File: src/rtl/placement_density_metrics_assert.svh
// ----------------------------------------------------------------------------
// placement density metrics assertion macros
// concurrent checks on clk, disabled while rst is high; empty in synthesis
// ----------------------------------------------------------------------------
`ifndef PLACEMENT_DENSITY_METRICS_ASSERT_SVH
`define PLACEMENT_DENSITY_METRICS_ASSERT_SVH
`ifndef SYNTHESIS
`define PDM_ASSERT_IMPLY(label, ante, cons, msg) \
  label: assert property (@(posedge clk) disable iff (rst) (ante) |-> (cons)) \
    else $error(msg);
`define PDM_ASSERT_NEXT(label, ante, cons, msg) \
  label: assert property (@(posedge clk) disable iff (rst) (ante) |=> (cons)) \
    else $error(msg);
`else
`define PDM_ASSERT_IMPLY(label, ante, cons, msg)
`define PDM_ASSERT_NEXT(label, ante, cons, msg)
`endif
`endif

File: src/rtl/pdm_pkg.sv
// ----------------------------------------------------------------------------
// pdm_pkg
// widths, codes and word types shared by the placement density metrics block
// ----------------------------------------------------------------------------
package pdm_pkg;

  localparam int FIELD_W   = 32;              // input fields, two's complement
  localparam int MAG_W     = FIELD_W - 1;     // magnitude of a clamped field
  localparam int SQ_W      = 2 * MAG_W;       // squared overflow
  localparam int AREA_W    = 47;              // Q39.8 area totals
  localparam int PEN_W     = 63;              // Q47.16 penalty
  localparam int UACC_W    = 48;              // utilisation sum
  localparam int CNT_W     = 17;              // bin counters
  localparam int RATIO_W   = 32;              // Q16.16 ratios
  localparam int STATUS_W  = 2;
  localparam int FRAC_W    = 16;              // extra fraction bits for the ratio
  localparam int DIVIDEND_W = AREA_W + FRAC_W;
  localparam int DIVISOR_W  = AREA_W;

  localparam int unsigned DEF_MAX_BINS = 65536;

  localparam logic [STATUS_W-1:0] STATUS_OK  = 2'd0;
  localparam logic [STATUS_W-1:0] STATUS_NEG = 2'd1;
  localparam logic [STATUS_W-1:0] STATUS_INF = 2'd2;
  localparam logic [STATUS_W-1:0] STATUS_SAT = 2'd3;

  localparam logic DIV_SEL_MEAN  = 1'b0;
  localparam logic DIV_SEL_RATIO = 1'b1;

  typedef struct packed {
    logic signed [FIELD_W-1:0] mov_area;
    logic signed [FIELD_W-1:0] fix_area;
    logic signed [FIELD_W-1:0] mov_cap;
    logic signed [FIELD_W-1:0] overflow_area;
    logic signed [FIELD_W-1:0] utilization;
    logic                      utilization_infinite;
    logic                      last_bin;
  } pdm_in_t;

  typedef struct packed {
    logic [STATUS_W-1:0] status;
    logic [AREA_W-1:0]   total_movable;
    logic [AREA_W-1:0]   total_fixed;
    logic [AREA_W-1:0]   total_capacity;
    logic [AREA_W-1:0]   ovf_total;
    logic [PEN_W-1:0]    density_penalty;
    logic [CNT_W-1:0]    overflow_bins;
    logic [CNT_W-1:0]    zero_capacity_bins;
    logic [CNT_W-1:0]    occupied_zero_capacity_bins;
    logic [RATIO_W-1:0]  mean_utilization;
    logic [RATIO_W-1:0]  peak_utilization;
    logic [RATIO_W-1:0]  ovf_ratio;
  } pdm_out_t;

  typedef struct packed {
    logic load;        // capture an accepted word into the input stage
    logic accumulate;  // fold the input stage into the totals
    logic zero_quot;   // clear mean and ratio before the divisions
    logic div_start;
    logic div_sel;
    logic take_mean;
    logic take_ratio;
    logic emit;        // load the result register and clear the totals
  } pdm_cmd_t;

  typedef struct packed {
    logic usable_nz;
    logic movable_nz;
    logic div_busy;
    logic div_done;
  } pdm_stat_t;

endpackage

File: src/rtl/pdm_divider.sv
// ----------------------------------------------------------------------------
// pdm_divider
// restoring unsigned divider, one quotient bit per cycle
// ----------------------------------------------------------------------------
module pdm_divider import pdm_pkg::*; #(
  parameter int DIVIDEND_BITS = DIVIDEND_W,
  parameter int DIVISOR_BITS  = DIVISOR_W
) (
  input  logic                     clk,
  input  logic                     rst,
  input  logic                     start,
  input  logic [DIVIDEND_BITS-1:0] dividend,
  input  logic [DIVISOR_BITS-1:0]  divisor,
  output logic                     busy,
  output logic                     done,
  output logic [DIVIDEND_BITS-1:0] quotient
);

  localparam int STEP_W = $clog2(DIVIDEND_BITS + 1);

  logic [DIVISOR_BITS-1:0]  rem;
  logic [DIVISOR_BITS-1:0]  dvs;
  logic [DIVIDEND_BITS-1:0] quo;
  logic [STEP_W-1:0]        steps;

  logic [DIVISOR_BITS:0]    rem_shift;
  logic [DIVISOR_BITS:0]    rem_sub;
  logic                     ge;
  logic [DIVISOR_BITS-1:0]  rem_next;

  assign rem_shift = {rem, quo[DIVIDEND_BITS-1]};
  assign ge        = rem_shift >= {1'b0, dvs};
  assign rem_sub   = rem_shift - {1'b0, dvs};
  // the partial remainder always stays below a nonzero divisor
  assign rem_next  = ge ? rem_sub[DIVISOR_BITS-1:0] : rem_shift[DIVISOR_BITS-1:0];
  assign quotient  = quo;

  always_ff @(posedge clk) begin
    if (rst) begin
      busy  <= 1'b0;
      done  <= 1'b0;
      steps <= '0;
    end else begin
      done <= 1'b0;
      if (start) begin
        busy  <= 1'b1;
        steps <= STEP_W'(DIVIDEND_BITS);
      end else if (busy) begin
        steps <= steps - STEP_W'(1);
        if (steps == STEP_W'(1)) begin
          busy <= 1'b0;
          done <= 1'b1;
        end
      end
    end
  end

  always_ff @(posedge clk) begin
    if (start) begin
      rem <= '0;
      quo <= dividend;
      dvs <= divisor;
    end else if (busy) begin
      rem <= rem_next;
      quo <= {quo[DIVIDEND_BITS-2:0], ge};
    end
  end

endmodule

File: src/rtl/pdm_datapath.sv
// ----------------------------------------------------------------------------
// pdm_datapath
// input stage with overflow square, saturating totals, counters, peak,
// error latch, shared divider and result register
// ----------------------------------------------------------------------------
module pdm_datapath import pdm_pkg::*; #(
  parameter int unsigned MAX_BINS = DEF_MAX_BINS
) (
  input  logic      clk,
  input  logic      rst,
  input  pdm_in_t   in_word,
  input  pdm_cmd_t  cmd,
  output pdm_stat_t stat,
  output pdm_out_t  out_word
);

  localparam int unsigned CntMax    = (1 << CNT_W) - 1;
  localparam int unsigned CntLimInt = (MAX_BINS > CntMax) ? CntMax : MAX_BINS;
  localparam logic [CNT_W-1:0] CNT_LIMIT = CNT_W'(CntLimInt);

  function automatic logic [MAG_W-1:0] clamp_field(input logic [FIELD_W-1:0] v);
    return v[FIELD_W-1] ? '0 : v[MAG_W-1:0];
  endfunction

  function automatic logic [RATIO_W-1:0] sat_ratio(input logic [DIVIDEND_W-1:0] q);
    return (q[DIVIDEND_W-1:RATIO_W] != '0) ? '1 : q[RATIO_W-1:0];
  endfunction

  // input stage
  logic [MAG_W-1:0]   mov_c, fix_c, cap_c, ovf_c, util_c;
  logic               neg_c, bad_inf_c;
  logic [RATIO_W-1:0] peak_c;
  logic [SQ_W-1:0]    sq_c;

  logic [MAG_W-1:0]   s1_mov, s1_fix, s1_cap, s1_ovf, s1_util;
  logic [SQ_W-1:0]    s1_sq;
  logic               s1_neg, s1_bad_inf;
  logic [RATIO_W-1:0] s1_peak;

  assign mov_c  = clamp_field(in_word.mov_area);
  assign fix_c  = clamp_field(in_word.fix_area);
  assign cap_c  = clamp_field(in_word.mov_cap);
  assign ovf_c  = clamp_field(in_word.overflow_area);
  assign util_c = clamp_field(in_word.utilization);
  assign neg_c  = in_word.mov_area[FIELD_W-1] | in_word.fix_area[FIELD_W-1]
                | in_word.mov_cap[FIELD_W-1] | in_word.overflow_area[FIELD_W-1]
                | in_word.utilization[FIELD_W-1];
  // infinity only makes sense on an occupied zero-capacity bin
  assign bad_inf_c = in_word.utilization_infinite & ~(cap_c == '0 && mov_c != '0);
  assign peak_c    = (in_word.utilization_infinite & ~bad_inf_c) ? '1
                                                                : RATIO_W'(util_c);
  assign sq_c      = SQ_W'(ovf_c) * SQ_W'(ovf_c);

  always_ff @(posedge clk) begin
    if (cmd.load) begin
      s1_mov     <= mov_c;
      s1_fix     <= fix_c;
      s1_cap     <= cap_c;
      s1_ovf     <= ovf_c;
      s1_util    <= util_c;
      s1_sq      <= sq_c;
      s1_neg     <= neg_c;
      s1_bad_inf <= bad_inf_c;
      s1_peak    <= peak_c;
    end
  end

  // totals
  logic [AREA_W-1:0]   acc_movable, acc_fixed, acc_capacity, acc_overflow;
  logic [PEN_W-1:0]    acc_penalty;
  logic [UACC_W-1:0]   acc_utilization;
  logic [CNT_W-1:0]    cnt_overflow, cnt_zero_capacity, cnt_zero_occupied, cnt_usable;
  logic [RATIO_W-1:0]  max_seen;
  logic [STATUS_W-1:0] error_code;

  logic [AREA_W:0]     sum_mov, sum_fix, sum_cap, sum_ovf;
  logic [PEN_W:0]      sum_pen;
  logic [UACC_W:0]     sum_util;
  logic                cap_zero, mov_pos, ovf_pos;
  logic                ovf_full, zc_full, zo_full, us_full;
  logic                sat;

  assign sum_mov  = {1'b0, acc_movable}  + (AREA_W+1)'(s1_mov);
  assign sum_fix  = {1'b0, acc_fixed}    + (AREA_W+1)'(s1_fix);
  assign sum_cap  = {1'b0, acc_capacity} + (AREA_W+1)'(s1_cap);
  assign sum_ovf  = {1'b0, acc_overflow} + (AREA_W+1)'(s1_ovf);
  assign sum_pen  = {1'b0, acc_penalty}  + (PEN_W+1)'(s1_sq);
  assign sum_util = {1'b0, acc_utilization} + (UACC_W+1)'(s1_util);

  assign cap_zero = (s1_cap == '0);
  assign mov_pos  = (s1_mov != '0);
  assign ovf_pos  = (s1_ovf != '0);
  assign ovf_full = (cnt_overflow == CNT_LIMIT);
  assign zc_full  = (cnt_zero_capacity == CNT_LIMIT);
  assign zo_full  = (cnt_zero_occupied == CNT_LIMIT);
  assign us_full  = (cnt_usable == CNT_LIMIT);

  assign sat = sum_mov[AREA_W] | sum_fix[AREA_W] | sum_cap[AREA_W] | sum_ovf[AREA_W]
             | sum_pen[PEN_W]
             | (ovf_pos & ovf_full)
             | (cap_zero & zc_full)
             | (cap_zero & mov_pos & zo_full)
             | (~cap_zero & (sum_util[UACC_W] | us_full));

  always_ff @(posedge clk) begin
    if (rst || cmd.emit) begin
      acc_movable       <= '0;
      acc_fixed         <= '0;
      acc_capacity      <= '0;
      acc_overflow      <= '0;
      acc_penalty       <= '0;
      acc_utilization   <= '0;
      cnt_overflow      <= '0;
      cnt_zero_capacity <= '0;
      cnt_zero_occupied <= '0;
      cnt_usable        <= '0;
      max_seen          <= '0;
      error_code        <= STATUS_OK;
    end else if (cmd.accumulate) begin
      acc_movable  <= sum_mov[AREA_W] ? '1 : sum_mov[AREA_W-1:0];
      acc_fixed    <= sum_fix[AREA_W] ? '1 : sum_fix[AREA_W-1:0];
      acc_capacity <= sum_cap[AREA_W] ? '1 : sum_cap[AREA_W-1:0];
      acc_overflow <= sum_ovf[AREA_W] ? '1 : sum_ovf[AREA_W-1:0];
      acc_penalty  <= sum_pen[PEN_W]  ? '1 : sum_pen[PEN_W-1:0];
      if (ovf_pos && !ovf_full) begin
        cnt_overflow <= cnt_overflow + CNT_W'(1);
      end
      if (cap_zero) begin
        if (!zc_full) begin
          cnt_zero_capacity <= cnt_zero_capacity + CNT_W'(1);
        end
        if (mov_pos && !zo_full) begin
          cnt_zero_occupied <= cnt_zero_occupied + CNT_W'(1);
        end
      end else begin
        acc_utilization <= sum_util[UACC_W] ? '1 : sum_util[UACC_W-1:0];
        if (!us_full) begin
          cnt_usable <= cnt_usable + CNT_W'(1);
        end
      end
      if (s1_peak > max_seen) begin
        max_seen <= s1_peak;
      end
      // first fault of the grid sticks
      if (error_code == STATUS_OK) begin
        if (s1_neg) begin
          error_code <= STATUS_NEG;
        end else if (s1_bad_inf) begin
          error_code <= STATUS_INF;
        end else if (sat) begin
          error_code <= STATUS_SAT;
        end
      end
    end
  end

  // shared divider for mean and ratio
  logic [DIVIDEND_W-1:0] div_dividend;
  logic [DIVISOR_W-1:0]  div_divisor;
  logic [DIVIDEND_W-1:0] div_quotient;
  logic                  div_busy, div_done;

  always_comb begin
    if (cmd.div_sel == DIV_SEL_RATIO) begin
      div_dividend = {acc_overflow, {FRAC_W{1'b0}}};
      div_divisor  = acc_movable;
    end else begin
      div_dividend = DIVIDEND_W'(acc_utilization);
      div_divisor  = DIVISOR_W'(cnt_usable);
    end
  end

  pdm_divider #(
    .DIVIDEND_BITS (DIVIDEND_W),
    .DIVISOR_BITS  (DIVISOR_W)
  ) u_div (
    .clk      (clk),
    .rst      (rst),
    .start    (cmd.div_start),
    .dividend (div_dividend),
    .divisor  (div_divisor),
    .busy     (div_busy),
    .done     (div_done),
    .quotient (div_quotient)
  );

  logic [RATIO_W-1:0] mean_q, ratio_q;

  always_ff @(posedge clk) begin
    if (cmd.zero_quot) begin
      mean_q  <= '0;
      ratio_q <= '0;
    end else begin
      if (cmd.take_mean) begin
        mean_q <= sat_ratio(div_quotient);
      end
      if (cmd.take_ratio) begin
        ratio_q <= sat_ratio(div_quotient);
      end
    end
  end

  always_ff @(posedge clk) begin
    if (cmd.emit) begin
      out_word.status                      <= error_code;
      out_word.total_movable               <= acc_movable;
      out_word.total_fixed                 <= acc_fixed;
      out_word.total_capacity              <= acc_capacity;
      out_word.ovf_total                   <= acc_overflow;
      out_word.density_penalty             <= acc_penalty;
      out_word.overflow_bins               <= cnt_overflow;
      out_word.zero_capacity_bins          <= cnt_zero_capacity;
      out_word.occupied_zero_capacity_bins <= cnt_zero_occupied;
      out_word.mean_utilization            <= mean_q;
      out_word.peak_utilization            <= max_seen;
      out_word.ovf_ratio                   <= ratio_q;
    end
  end

  assign stat.usable_nz  = (cnt_usable != '0);
  assign stat.movable_nz = (acc_movable != '0);
  assign stat.div_busy   = div_busy;
  assign stat.div_done   = div_done;

endmodule

File: src/rtl/pdm_ctrl.sv
// ----------------------------------------------------------------------------
// pdm_ctrl
// sequences accumulation, the two divisions and the result hand-off
// ----------------------------------------------------------------------------
module pdm_ctrl import pdm_pkg::*; (
  input  logic      clk,
  input  logic      rst,
  input  logic      in_valid,
  input  logic      last_bin,
  output logic      in_stall,
  output logic      out_valid,
  input  logic      out_stall,
  input  pdm_stat_t stat,
  output pdm_cmd_t  cmd
);

  localparam logic [2:0] S_RUN        = 3'd0;
  localparam logic [2:0] S_FLUSH      = 3'd1;
  localparam logic [2:0] S_MEAN_GO    = 3'd2;
  localparam logic [2:0] S_MEAN_WAIT  = 3'd3;
  localparam logic [2:0] S_RATIO_GO   = 3'd4;
  localparam logic [2:0] S_RATIO_WAIT = 3'd5;
  localparam logic [2:0] S_EMIT       = 3'd6;

  logic [2:0] state, state_next;
  logic       pend;
  logic       accept;
  logic       out_free;

  assign in_stall = (state != S_RUN);
  assign accept   = in_valid & ~in_stall;
  assign out_free = ~out_valid | ~out_stall;

  always_comb begin
    state_next     = state;
    cmd            = '0;
    cmd.load       = accept;
    cmd.accumulate = pend;
    cmd.div_sel    = DIV_SEL_MEAN;
    case (state)
      S_RUN: begin
        if (accept && last_bin) begin
          state_next = S_FLUSH;
        end
      end
      S_FLUSH: begin
        // the last word is folded in this cycle
        cmd.zero_quot = 1'b1;
        state_next    = S_MEAN_GO;
      end
      S_MEAN_GO: begin
        if (stat.usable_nz) begin
          cmd.div_start = 1'b1;
          state_next    = S_MEAN_WAIT;
        end else begin
          state_next = S_RATIO_GO;
        end
      end
      S_MEAN_WAIT: begin
        if (stat.div_done) begin
          cmd.take_mean = 1'b1;
          state_next    = S_RATIO_GO;
        end
      end
      S_RATIO_GO: begin
        cmd.div_sel = DIV_SEL_RATIO;
        if (stat.movable_nz) begin
          cmd.div_start = 1'b1;
          state_next    = S_RATIO_WAIT;
        end else begin
          state_next = S_EMIT;
        end
      end
      S_RATIO_WAIT: begin
        if (stat.div_done) begin
          cmd.take_ratio = 1'b1;
          state_next     = S_EMIT;
        end
      end
      S_EMIT: begin
        if (out_free) begin
          cmd.emit   = 1'b1;
          state_next = S_RUN;
        end
      end
      default: begin
        state_next = S_RUN;
      end
    endcase
  end

  always_ff @(posedge clk) begin
    if (rst) begin
      state     <= S_RUN;
      pend      <= 1'b0;
      out_valid <= 1'b0;
    end else begin
      state <= state_next;
      pend  <= accept;
      if (cmd.emit) begin
        out_valid <= 1'b1;
      end else if (!out_stall) begin
        out_valid <= 1'b0;
      end
    end
  end

endmodule

File: src/rtl/placement_density_metrics.sv
// ----------------------------------------------------------------------------
// placement_density_metrics
// streaming bin density evaluator with one summary word per grid
//
//   channel | direction | handshake           | word
//   --------+-----------+---------------------+-----------
//   in      | in        | in_valid / in_stall  | pdm_in_t
//   out     | out       | out_valid / out_stall| pdm_out_t
//
// bins are taken one per cycle while in_stall is low; each passes an
// input stage (overflow square), then folds into the saturating totals
// the next cycle. after the last bin, input stalls through flush, set-up,
// both divisions on the shared 63-step divider, and emit; a division
// with a zero divisor is skipped.
// synchronous reset clears the totals at once; there is no clearing pass.
// while out_stall still holds an earlier result, the next one waits to be
// loaded and input stays stalled until it is.
// ----------------------------------------------------------------------------
`include "placement_density_metrics_assert.svh"

module placement_density_metrics import pdm_pkg::*; #(
  parameter int unsigned MAX_BINS = DEF_MAX_BINS
) (
  input  logic     clk,
  input  logic     rst,
  input  logic     in_valid,
  output logic     in_stall,
  input  pdm_in_t  in_word,
  output logic     out_valid,
  input  logic     out_stall,
  output pdm_out_t out_word
);

  pdm_cmd_t  cmd;
  pdm_stat_t stat;

  pdm_ctrl u_ctrl (
    .clk       (clk),
    .rst       (rst),
    .in_valid  (in_valid),
    .last_bin  (in_word.last_bin),
    .in_stall  (in_stall),
    .out_valid (out_valid),
    .out_stall (out_stall),
    .stat      (stat),
    .cmd       (cmd)
  );

  pdm_datapath #(
    .MAX_BINS (MAX_BINS)
  ) u_dp (
    .clk      (clk),
    .rst      (rst),
    .in_word  (in_word),
    .cmd      (cmd),
    .stat     (stat),
    .out_word (out_word)
  );

  `PDM_ASSERT_IMPLY(a_no_load_in_div, cmd.load, !stat.div_busy, "word taken during division")
  `PDM_ASSERT_IMPLY(a_start_when_idle, cmd.div_start, !stat.div_busy, "divider restarted early")
  `PDM_ASSERT_IMPLY(a_emit_free, cmd.emit, (!out_valid || !out_stall), "result overwritten")
  `PDM_ASSERT_NEXT(a_emit_valid, cmd.emit, out_valid, "emitted result not offered")

endmodule
File: config.mk
export PLATFORM = sky130hd
export DESIGN_NAME = placement_density_metrics
export DESIGN_NICKNAME = d
export VERILOG_FILES = /design/src/rtl/pdm_pkg.sv /design/src/rtl/pdm_divider.sv /design/src/rtl/pdm_datapath.sv /design/src/rtl/pdm_ctrl.sv /design/src/rtl/placement_density_metrics.sv
export VERILOG_INCLUDE_DIRS = /design/src /design/src/rtl
export SDC_FILE = /design/constraint.sdc
export NUM_CORES = 2
export LEC_CHECK = 0
export ABC_CLOCK_PERIOD_IN_PS = 58200
export BUFFER_PORTS_ARGS = -buffer_cell sky130_fd_sc_hd__buf_2
export CORE_ASPECT_RATIO = 1.25
export CORE_UTILIZATION = 61
export DETAILED_ROUTE_END_ITERATION = 6
export PLACE_DENSITY = 0.8
export SETUP_SLACK_MARGIN = 0.3
export SYNTH_ARGS = -nofsm -noshare
export SYNTH_HDL_FRONTEND = slang
export SYNTH_SLANG_ARGS = --single-unit
File: constraint.sdc
create_clock -name clk -period 58.2 [get_ports clk]
set_input_delay 5.82 -clock clk [delete_from_list [all_inputs] [get_ports clk]]
set_output_delay 5.82 -clock clk [all_outputs]
set_load 0.005 [all_outputs]
Yosys cells after proc, flatten, opt, wreduce, memory -nomap -nowiden

Index checks and enable logic that the tools add are counted.

Register bits after elaboration: 1286
Input port bits: 166
Output and inout bits: 402
Logic and storage cells: 182

$add $sub $neg: 12
Multiply operators: 1
$lt $le $gt $ge: 2
Eq/ne operators: 16
Muxes and demuxes: 45
Bitwise operators: 31
Reductions and logical operators: 29

Operators with widths:

| operator                                                         | count |
|---|---|
| 63-bit two-way mux                                               | 4 |
| 47-bit two-way mux                                               | 5 |
| 47-bit by 31-bit adder with 48-bit output                        | 4 |
| 31-bit two-way mux                                               | 4 |
| 31-bit nonzero test                                              | 4 |
| 17-bit by 1-bit adder with 17-bit output (second input constant) | 4 |
| 17-bit == test (second input constant)                           | 4 |
| 63-bit by 62-bit adder with 64-bit output                        | 1 |
| 32-bit two-way mux                                               | 2 |
| 31-bit zero test                                                 | 2 |
| 31-bit by 31-bit multiplier with 62-bit output                   | 1 |
| 48-bit by 31-bit adder with 49-bit output                        | 1 |
| 48-bit by 47-bit greater-or-equal comparator with 1-bit output   | 1 |
| 48-bit two-way mux                                               | 1 |
| 47-bit nonzero test                                              | 1 |
| 47-bit subtractor                                                | 1 |
| 32-bit greater-than comparator                                   | 1 |
| 3-bit one-hot mux with 7 select lines                            | 1 |
| 17-bit two-way mux                                               | 1 |
| 17-bit nonzero test                                              | 1 |
| 1-bit two-way mux                                                | 15 |
| 3-bit two-way mux                                                | 5 |
| 1-bit OR                                                         | 14 |
| 6-bit two-way mux                                                | 2 |
| 21 further kinds                                                 | 56 |

Depth between registers and ports, before layout

Word-level depth: 12
Mapped depth: 32
Gate-level depth less buffers: 28

Cells and area by module

A second synthesis with hierarchy kept.

Cell total of the unflattened synthesis: 8705
Area total of the unflattened synthesis: 89429.5 sq um

By module, submodules not included:

| module       | instances | cells an instance | area an instance (sq um) | sequential area each (sq um) |
|---|---|---|---|---|
| pdm_datapath | 1         | 7730              | 79442.4                  | 28797.6 |
| pdm_divider  | 1         | 927               | 9601.7                   | 4404.2 |
| pdm_ctrl     | 1         | 48                | 385.4                    | 100.1 |

Least setup slack after synthesis

Ideal clock, no wire load.

Path type: input -> register
Start point: input out_stall
End point: register u_dp.acc_capacity[31]
Setup time: 0.132 ns
Arrival time: 27.538 ns
Data required time: 58.068 ns
Setup slack: 30.530 ns
Stages: 6
Buffers on the path: 3
Cells stage by stage: a21oi_1 or2_2 clkbuf_1 clkbuf_1 clkbuf_1 nor3_1

Longest elaborated chain between the ends: 5

Ends and longest elaborated chain:

| item                   | line                            | source |
|---|---|---|
| start: declaration     | placement_density_metrics.sv:30 | `input logic out_stall,` |
| 1-bit NOT              | pdm_ctrl.sv:32                  | `assign out_free = ~out_valid \| ~out_stall;` |
| 1-bit OR               | pdm_ctrl.sv:32                  |  |
| 1-bit two-way mux      | pdm_ctrl.sv:81                  | `if (out_free) begin` |
| 1-bit two-way mux      | pdm_ctrl.sv:40                  | `case (state)` |
| 1-bit logical OR       | pdm_datapath.sv:106             | `if (rst \|\| cmd.emit) begin` |
| end signal: assignment | pdm_datapath.sv:122             | `acc_capacity <= sum_cap[AREA_W] ? '1 : sum_cap[AREA_W-1:0];` |
| end: declaration       | pdm_datapath.sv:69              | `logic [AREA_W-1:0] acc_movable, acc_fixed, acc_capacity, acc_overflow;` |

No other way between the ends.
A chain may end at the register's enable or synchronous reset.

Worst setup path after layout

Start point: input in_word[65] in the netlist's numbering
End point: register u_dp.s1_sq[60], data pin

Longest elaborated chain between the ends: 2

Ends and longest elaborated chain:

| item                                           | line                            | source |
|---|---|---|
| start: declaration                             | placement_density_metrics.sv:28 | `input pdm_in_t in_word,` |
| 31-bit two-way mux                             | pdm_datapath.sv:22              | `return v[FIELD_W-1] ? '0 : v[MAG_W-1:0];` |
| 31-bit by 31-bit multiplier with 62-bit output | pdm_datapath.sv:52              | `assign sq_c = SQ_W'(ovf_c) * SQ_W'(ovf_c);` |
| named net u_dp.sq_c[60]                        | pdm_datapath.sv:33              | `logic [SQ_W-1:0] sq_c;` |
| end signal: assignment                         | pdm_datapath.sv:61              | `s1_sq <= sq_c;` |
| end: declaration                               | pdm_datapath.sv:36              | `logic [SQ_W-1:0] s1_sq;` |

The timed path passes the listed nets, and every way through them passes these cells.

==> flow_metrics.py <==
metrics = {
    "timing": {
        "rsz0062_at_grt": "no",
        "hold_slack_ns": 0.4299,
        "finalSetupViolations": 0,
        "slew_violations": 0,
        "post-route-period-util_pct": 25.26,
        "finalSetupTns_ns": 0,
        "hold_violations": 0,
        "fmax_mhz": 68.01,
        "fin_crit_ns": 14.70,
        "worst_slew_pin_slew_ns": 1.266,
        "relSlewSlack_pct": 15.62,
        "fin_worst_skew_ns": 0.04583,
    },
    "logic_synthesis": {
        "yosysTopAreaCellShare_pct": 25.80,
        "synth-main-ff-cell": "edfxtp_1",
        "synth_area_leaders": "edfxtp_1 (26%), fa_1 (17%), dfxtp_1 (12%)",
        "yosys_register_bits": 1284,
        "synth_async_sr_flop_share_pct": 0,
        "netlist_area_um2": 88330,
        "yosysTopAreaCell": "edfxtp_1",
        "syn_inst": 8750,
        "synth_nets": 10240,
        "ys_warn_count": 0,
        "synth_edf_count": 759,
        "syn_avg_cell_area_um2": 10.09,
        "synth_cell_types": 92,
        "seq_area_frac_synth_pct": 37.70,
    },
    "clock_tree": {
        "clock_tree.root_cell": "clkbuf_16",
        "cts_tree": "yes",
        "cts_resized": 0,
        "numCtsBuffers": 121,
        "clkLatencyLatePin_ns": 0.79,
        "cts.sinks": 1284,
        "holdBufCountCts": 0,
        "cts.htree.levels": 3,
        "clk_pin_slew_ns": 0.07,
        "cts_max_path_buffers": 3,
        "post_cts.repair.setup_buffers": 0,
    },
    "hold_path": {
        "min_path_type": "flip-flop to flip-flop",
    },
    "power": {
        "power_frac_comb_pct": 61.3,
        "swShare_pct": 46.51,
        "p_leak_uw": 0.04265,
        "pwr-share-seq_pct": 24.4,
        "powerDensity_nw_per_um2": 59.95,
        "p_sw_uw": 2703,
        "pwr-share-clk_pct": 14.3,
        "intPower_uw": 3109,
        "power_uw": 5812,
        "ir_worst_vdd_v": 0.0001510,
    },
    "floorplan": {
        "start_util_pct": 61.63,
        "die_area_um2": 146300,
        "coreArea_um2": 143300,
        "rows": 155,
        "io_pins": 568,
        "die_h_um": 427.4,
        "die_w_um": 342.4,
    },
    "worst_setup_path": {
        "critPathArrivalTime_ns": 15.21,
        "required_ns": 58.71,
        "start_kind": "input pin",
        "endpoint_kind": "flip-flop",
        "rrSetupSlack_ns": 53.43,
        "path_class": "input pin to flip-flop",
        "cp_max_fo": 33,
    },
    "place": {
        "gp_congestion": 0.9667,
        "portBuffers": 567,
        "place_hpwl_mm": 190.4,
    },
    "layout": {
        "layout_common_cells": "inv_1 (1105), edfxtp_1 (759), fa_1 (754)",
        "area_growth_pct": 9.747,
        "utilization_pct": 67.64,
        "nets": 10620,
        "drive_gt1_share_pct": 10.15,
        "mostFrequentLayoutCell": "inv_1",
    },
    "detailed_routing": {
        "drt-initial-drc-count": 5607,
        "vias": 67740,
        "wirelength_mm": 250.7,
        "viasPerCell": 6.083,
        "wire_per_inst_um": 22.51,
        "drt_pass1_iterations": 7,
        "drc_errors": 179,
        "antenna_left": 0,
    },
    "grt": {
        "grt_pass1_wl_mm": 380.2,
        "grt_max_degree": 100,
        "grt_usage_pct": 33.92,
        "antenna_found_initial": 12,
        "grt_overflow": 0,
        "grt_pass1_vias": 67710,
    },
    "flow_run": {
        "maxCapViolations": 0,
    },
    "outcome": {
        "violations": "DRC",
        "status": "complete, but fails checks",
    },
}
## kinds of logic after synthesis
logic type | Yosys count | synth area share (%)
xor+xnor | 375 | 3.718
flops | 1284 | 37.70
simple gates | 2423 | 13.55
mux | 73 | 0.8329
fa+ha+maj | 1319 | 25.09
compound gates | 1797 | 12.76
buf+inv | 1479 | 6.346
## registers in the layout, summed over array words and instances (netlist names), 32 cells and up
| signal | flops |
|---|---|
| u_dp.u_div.dvs | 47 |
| u_dp.s1_sq | 61 |
| u_dp.acc_fixed | 47 |
| u_dp.acc_capacity | 47 |
| u_dp.out_word | 400 |
| u_dp.max_seen | 32 |
| u_dp.acc_movable | 47 |
| u_dp.u_div.rem | 47 |
| u_dp.u_div.quotient | 63 |
| u_dp.mean_q | 32 |
| u_dp.acc_penalty | 63 |
| u_dp.ratio_q | 32 |
| u_dp.acc_overflow | 47 |
| u_dp.s1_peak | 32 |
| u_dp.acc_utilization | 48 |
## worst paths after layout
check | cells past startpoint | endpoint | startpoint
max | 25 | u_dp.s1_sq[60]$_DFFE_PP_ | in_word[65]
min | 0 | u_dp.out_word[77]$_DFFE_PP_ | u_dp.mean_q[13]$_SDFFE_PP0P_
max reg2reg | 10 | u_dp.acc_capacity[1]$_SDFFE_PP0P_ | u_dp.acc_capacity[2]$_SDFFE_PP0P_
min reg2reg | 0 | u_dp.out_word[77]$_DFFE_PP_ | u_dp.mean_q[13]$_SDFFE_PP0P_
## stage by stage
step                area, um2  worst slack (ns)  cells
floorplan               88330             30.53   8750
global placement        92720             43.13  10900
detailed placement      92720             42.94  10900
CTS                     96920             43.76  11130
global route            96930             43.27  11130
finish                  96940             43.50  11140
## cells in the mapped netlist, types with 12 or more instances
master    instances
o211ai_1         36
clkbuf_1        326
fa_1            754
o221a_2          16
a31o_2           12
a21oi_1         536
xnor2_1         193
mux2i_1          69
o21bai_1         50
o31ai_1          20
a22o_1           16
ha_1            565
and2_1          251
o21ai_0         420
nor3_1          141
xor2_1          182
or2_2            18
nand2_1         713
nand3_1         121
a311oi_1         14
nor2b_1         216
edfxtp_1        759
nor4_1           73
buf_2            25
and4_1           24
and3_1          118
nor2_1          501
o21a_1           45
a21o_1          176
a211oi_1        130
inv_1          1106
nand2b_1         79
buf_1            16
o22ai_1          27
or3_1            33
a31oi_1         134
dfxtp_1         525
o211a_1          17
a21boi_0         15
nand4_1          90
## worst max-delay path: stages
cell and delay (ns):
buf_2 0.42, nor2b_1 1.01, buf_4 0.40, and2_1 0.23, fa_1 0.47, fa_1 0.56
inv_1 0.06, fa_1 0.50, fa_1 0.51, inv_1 0.05, fa_1 0.55, fa_1 0.44
fa_1 0.52, fa_1 0.42, ha_1 0.36, and3_1 0.21, and2_1 0.18, a221oi_1 0.26
o221ai_1 0.21, a2111oi_0 0.89, o21ai_0 0.38, a31o_2 0.37, nand3_1 0.11, o21ai_0 0.10
xor2_1 0.16
## layer usage
| layer | up-vias | track usage (%) | wire length [um] |
|---|---|---|---|
| met5 | - | 0 | 0 |
| met4 | 0 | 21.79 | 17970 |
| met3 | 754 | 4.331 | 17820 |
| met2 | 3071 | 58.35 | 123900 |
| met1 | 33180 | 40.07 | 91010 |
| li1 | 30740 | - | - |
## area by class of cell
type                    count  area (um2)
multi-input cells        5987       49540
repair buffers            636        3356
flip-flops and latches   1284       33310
fillers                 10900       46380
diodes                      8       20.02
clock buffers             157        3377
well taps                1884        2357
clock inverters            73       817.0
inverters                1108        4161
## power groups by stage
stage | Clock (uW) | Combinational [uW] | Sequential, uW
after floorplan | 0 | 2530 | 1390
after global placement | 0 | 3440 | 1420
after detailed placement | 0 | 3510 | 1430
after CTS | 839 | 3530 | 1410
after global routing | 872 | 3900 | 1430
final | 831 | 3560 | 1420
Power figures use the tool's default switching activity.
